**config.mk**
```make
export PLATFORM = sky130hd
export DESIGN_NAME = kvt_cell
export DESIGN_NICKNAME = d
export VERILOG_FILES = /design/src/rtl/core/kvt_pkg.sv /design/src/rtl/core/kvt_cell.sv
export SDC_FILE = /design/constraint.sdc
export NUM_CORES = 1
export LEC_CHECK = 0
export BUFFER_PORTS_ARGS = -buffer_cell sky130_fd_sc_hd__buf_2
export CORE_MARGIN = 2
export CORE_UTILIZATION = 44
export DETAILED_ROUTE_END_ITERATION = 8
export PLACE_DENSITY = 0.81
export SLEW_MARGIN = 20
export SYNTH_ARGS = -nofsm -noshare
export SYNTH_HDL_FRONTEND = slang
export SYNTH_SLANG_ARGS = --single-unit
export TNS_END_PERCENT = 20
```
**constraint.sdc**
```tcl
create_clock -name clock -period 5.3 [get_ports clock]
set_clock_uncertainty 0.1 [all_clocks]
set_input_delay 1.59 -clock clock [delete_from_list [all_inputs] [get_ports clock]]
set_output_delay 1.59 -clock clock [all_outputs]
set_load 0.1 [all_outputs]
```
**src/rtl/core/kvt_pkg.sv**
```systemverilog
package kvt_pkg;

   localparam int KEY_W   = 32;
   localparam int VALUE_W = 32;
   localparam int CMD_W   = 2;
   localparam int COUNT_W = 7;

   typedef enum logic [CMD_W-1:0] {
      CMD_PUT    = 2'd0,
      CMD_GET    = 2'd1,
      CMD_REMOVE = 2'd2,
      CMD_NOP    = 2'd3
   } command_type;

   // One request transaction.
   typedef struct packed {
      logic [CMD_W-1:0]          command;
      logic signed [KEY_W-1:0]   key;
      logic signed [VALUE_W-1:0] value;
   } req_type;

   // One response transaction.
   typedef struct packed {
      logic                      found;
      logic signed [VALUE_W-1:0] old_value;
      logic                      rejected;
      logic [COUNT_W-1:0]        entry_count;
   } rsp_type;

   // Token that walks down the chain of cells, one cell per cycle.
   typedef struct packed {
      logic                      active;
      logic                      hit;
      logic signed [VALUE_W-1:0] old_value;
   } token_type;

   // Pair handed from a cell to its predecessor while a remove closes the gap.
   typedef struct packed {
      logic                      valid;
      logic signed [KEY_W-1:0]   key;
      logic signed [VALUE_W-1:0] value;
   } shift_type;

endpackage

```
**src/rtl/core/kvt_cell.sv**
```systemverilog
module kvt_cell
   import kvt_pkg::*;
#(
   parameter int DEPTH = 64,
   parameter int INDEX = 0
) (
   input  logic                         clock,
   input  logic                         reset,
   input  req_type                      cmd,
   input  logic [$clog2(DEPTH+1)-1:0]   count,
   input  token_type                    prev_tok,
   output token_type                    next_tok,
   input  shift_type                    shift_from_next,
   output shift_type                    shift_to_prev
);

   localparam int CW = $clog2(DEPTH+1);
   localparam logic [CW-1:0] IDX = CW'(INDEX);

   token_type                 tok_ff;
   logic signed [KEY_W-1:0]   key_ff;
   logic signed [KEY_W-1:0]   key_in;
   logic signed [VALUE_W-1:0] value_ff;
   logic signed [VALUE_W-1:0] value_in;

   logic occupied;
   logic is_put;
   logic is_get;
   logic is_remove;
   logic match;
   logic append;

   always_comb begin
      occupied  = IDX < count;
      is_put    = cmd.command == CMD_PUT;
      is_get    = cmd.command == CMD_GET;
      is_remove = cmd.command == CMD_REMOVE;
      // Keys are unique, so once a hit has been seen no later cell can match.
      match  = tok_ff.active && (is_put || is_get || is_remove) && occupied &&
               !tok_ff.hit && (key_ff == cmd.key);
      // The first free slot takes a new pair; a full table has no such slot.
      append = tok_ff.active && is_put && !tok_ff.hit && (count == IDX);
   end

   always_comb begin
      key_in   = key_ff;
      value_in = value_ff;
      if (shift_from_next.valid) begin
         key_in   = shift_from_next.key;
         value_in = shift_from_next.value;
      end else if (append) begin
         key_in   = cmd.key;
         value_in = cmd.value;
      end else if (match && is_put) begin
         value_in = cmd.value;
      end
   end

   always_comb begin
      next_tok.active    = tok_ff.active;
      next_tok.hit       = tok_ff.hit || match;
      next_tok.old_value = match ? value_ff : tok_ff.old_value;

      shift_to_prev.valid = tok_ff.active && is_remove && tok_ff.hit && occupied;
      shift_to_prev.key   = key_ff;
      shift_to_prev.value = value_ff;
   end

   always_ff @(posedge clock) begin
      if (reset) begin
         tok_ff <= '0;
      end else begin
         tok_ff <= prev_tok;
      end
      key_ff   <= key_in;
      value_ff <= value_in;
   end

endmodule

```
Yosys cells after proc, flatten, opt, wreduce, memory -nomap -nowiden
Cells that the tools add are included.
- word-level logic and storage cells: 34
- bits in registers: 98
- input bits: 174
- output and inout bits: 99
- multiplexer cells: 6
- order comparisons: 1
- reduce and logical (&&, ||, !) cells: 19
- eq/ne operators: 3
- operators with widths (kind ; count):
    $mux 32 ; 6
    $eq 32x32->1 ; 1
    $logic_and 1x1->1 ; 11
    $logic_not 7->1 ; 1
    $lt 1x7->1 const A ; 1
    $logic_or 1x1->1 ; 3
    $reduce_bool 3->1 ; 1
    $eq 2x1->1 const B ; 1
    $eq 2x2->1 const B ; 1
    $logic_not 2->1 ; 1
    $reduce_bool 2->1 ; 1
    $logic_not 1->1 ; 1

Longest topological paths before layout
- depth after elaboration: 11
- gate-level depth with buffers: 6
- depth with buffers taken out: 5

Least setup slack after synthesis
Ideal clock, no wire load.
- path kind: input to output
- from: input cmd[51] in the netlist's numbering
- to: output next_tok[32] in the netlist's numbering
- setup slack: 0.297 ns
- required time: 3.610 ns
- stages on the path: 6
- arrival: 3.313 ns
- path buffers: 1
- path through: xnor2_1 nand4_1 nor4_2 nand4_4 buf_6 nand2b_1
- RTL lines (what ; line ; source):
    start: declaration ; kvt_cell.sv:9 ; input req_type cmd,
    end: declaration ; kvt_cell.sv:12 ; output token_type next_tok,

==> reports/metrics.cfg <==
[pwr]
p_per_area_mw_per_mm2 = 328
internal_power_mw = 1.26
clockPowerShare = 0.219
p_sw_mw = 0.831
combPwrFrac = 0.342
power.leakage_nw = 2.91
seqPwrFrac = 0.439
p_sw_frac = 0.398
total_power_mw = 2.09
irDropWorstVdd_uv = 188

[yosys]
seq_area_frac_synth = 0.573
synth_top_area_cell = edfxtp_1
async_reset_ff_frac = 0
synth-main-ff-cell = edfxtp_1
synth_commonest_cells = mux2_2, edfxtp_1, nor2b_1
ys_types = 24
post_synth_inst_count = 298
synth-edff-count = 64
syn_area_mm2 = 0.00454
yosys_register_bits = 98
yosysWarnings = 0
synth.net_count = 472
netlist.area_leader.share = 0.423
syn_avg_cell_area_um2 = 15.2
synthTopCellsByArea = edfxtp_1, mux2_2, dfxtp_1
yosysMostFrequentCell = mux2_2

[floorplanning]
core-area_mm2 = 0.0102
rows = 37
die_h_um = 106
pin_count = 273
die_area_mm2 = 0.0112
die_x_um = 106
start_util = 0.446

[layout]
stdcell_area_mm2 = 0.00637
diodes = 0
instances_no_fill = 714
area_delta_synth_final_pct = 40.3
layout-drive-gt1-share = 0.683
fin_nets = 747
fillerInstances = 799

[grt]
grt_pass1_vias = 3727
track_usage = 0.214
grt_max_degree = 37
antenna_found_initial = 0
grt_first_pass_wirelength_mm = 18.5
grt_overflow = 0

[drt]
via_per_inst = 4.83
routed_wl_mm = 12.2
drtPass1Iterations = 4
drt_iter0_markers = 124
vias = 3449
wire_per_inst_um = 17.1
drc_errors = 0
antenna_left = 0

[sta]
post-route-period-util = 0.986
fin_crit_ns = 5.22
slew_viol_final = 0
hold_violations = 0
setup_tns_ns = 0
max_slew_margin = 0.347
rsz0062_at_grt = no
finalSetupViolations = 0
worst_pin_slew_ns = 0.977
holdWs_ns = 1.05
max_freq_mhz = 191

[worst_hold_path]
hold_path.class = reg2reg

[clock_tree]
clk_path_buf_depth = 2
htree_levels = 3
numCtsBuffers = 9
cts.sinks = 98
post_cts_buffers = 0
insertion_delay_ns = 0.36
cts_hold_buf = 0
cts_tree = built
path_clk_slew_ns = 0.09
clock-root-buffer = clkbuf_8

[outcome]
status = complete, no violations

[placement]
port_buffers = 272
gp_congestion = 0.781
place_area_mm2 = 0.00615
dp_cells = 698
dp_hpwl_mm = 9.48

[critical_path]
startpoint_type = input pin
worstPathRequired_ns = 3.61
criticalPathCategory = in2out
path_max_fanout = 21
worst_ep_arrival_time_ns = 3.53
cp-end-kind = output pin

[flow_run]
drv_cap = 0

==> critical path: stages <==
cell,delay (ns)
buf_2,0.10
or4_4,0.54
nor4_4,0.19
nor3_1,0.14
nand4_4,0.15
buf_12,0.21
mux2_4,0.32
clkbuf_4,0.28
==> power groups by stage <==
| stage | registers [mW] | clock network, mW | logic (mW) |
|---|---|---|---|
| after CTS | 0.917 | 0.470 | 0.713 |
| after detailed placement | 0.934 | 0 | 0.711 |
| after floorplan | 1.26 | 0 | 0.222 |
| final | 0.916 | 0.458 | 0.713 |
| after global placement | 0.933 | 0 | 0.703 |
| after global routing | 0.923 | 0.497 | 0.736 |
==> cell type report <==
class	count	area (um2)	share of cell area
sequential	98	2600	0.408
multi-input combinational	186	1870	0.294
timing repair buffer	278	1550	0.243
tap	136	170	0.0267
clock buffer	12	156	0.0245
clock inverter	4	25.0	0.00393
==> layout by cell type, fill, tap and decap left out, drive strengths merged <==
cell type / Yosys / layout
clkinv: 0 / 3
mux2: 96 / 96
xnor2: 29 / 29
clkbuf: 10 / 28
nand2b: 1 / 1
or4: 1 / 1
or2: 1 / 1
xor2: 3 / 3
nand4: 8 / 8
nor2b: 35 / 35
a31o: 1 / 1
nor4: 2 / 2
edfxtp: 64 / 64
nor2: 3 / 3
o21bai: 1 / 1
dfxtp: 34 / 34
buf: 4 / 262
inv: 0 / 1
nand3: 1 / 1
nand4b: 1 / 1
nor3: 2 / 2
nand2: 1 / 1
==> logic make-up (layout without fill, tap and decap cells) <==
logic type      Yosys count  count (layout)  share of synthesized area
mux                      96              96                      0.261
simple gates             56              56                     0.0837
compound gates            2               2                    0.00358
buf+inv                  14             294                     0.0173
flops                    98              98                      0.573
xor+xnor                 32              32                     0.0617
==> per-layer routing <==
layer  part of all wire  vias to the layer above  global-route usage
li1                   -                     1626                   -
met1               0.37                     1622               0.223
met2               0.54                      181               0.410
met3              0.076                       20              0.0594
met4              0.020                        0              0.0724
met5                  0                        -                   0
==> worst paths after layout <==
kind / startpoint / to / slack [ns] / cells past startpoint
worst min-delay path: tok_ff[32] / key_ff[11] / 1.05 / 3
worst max register to register: key_ff[24] / value_ff[9] / 2.44 / 6
worst max-delay path: count[4] / next_tok[11] / 0.08 / 8
worst min register to register: tok_ff[32] / key_ff[11] / 1.05 / 3
==> state kept, by name, indices dropped and copies added (netlist names) <==
signal,cells
value_ff,32
tok_ff,33
next_tok,1
key_ff,32
==> per-stage QoR <==
step | worst slack [ns] | util
floorplan | 0.297 | -
detailed placement | 0.0670 | 0.604
global placement | 0.111 | 0.604
global route | 0.00118 | 0.626
CTS | 0.0589 | 0.622
finish | 0.0760 | 0.626
==> what timing repair did <==
action                                  4_1_cts  5_1_grt
resized for setup                             0       16
hold endpoints to repair                      0        0
endpoints found under the setup margin        0       16
Power figures use the tool's default switching activity.
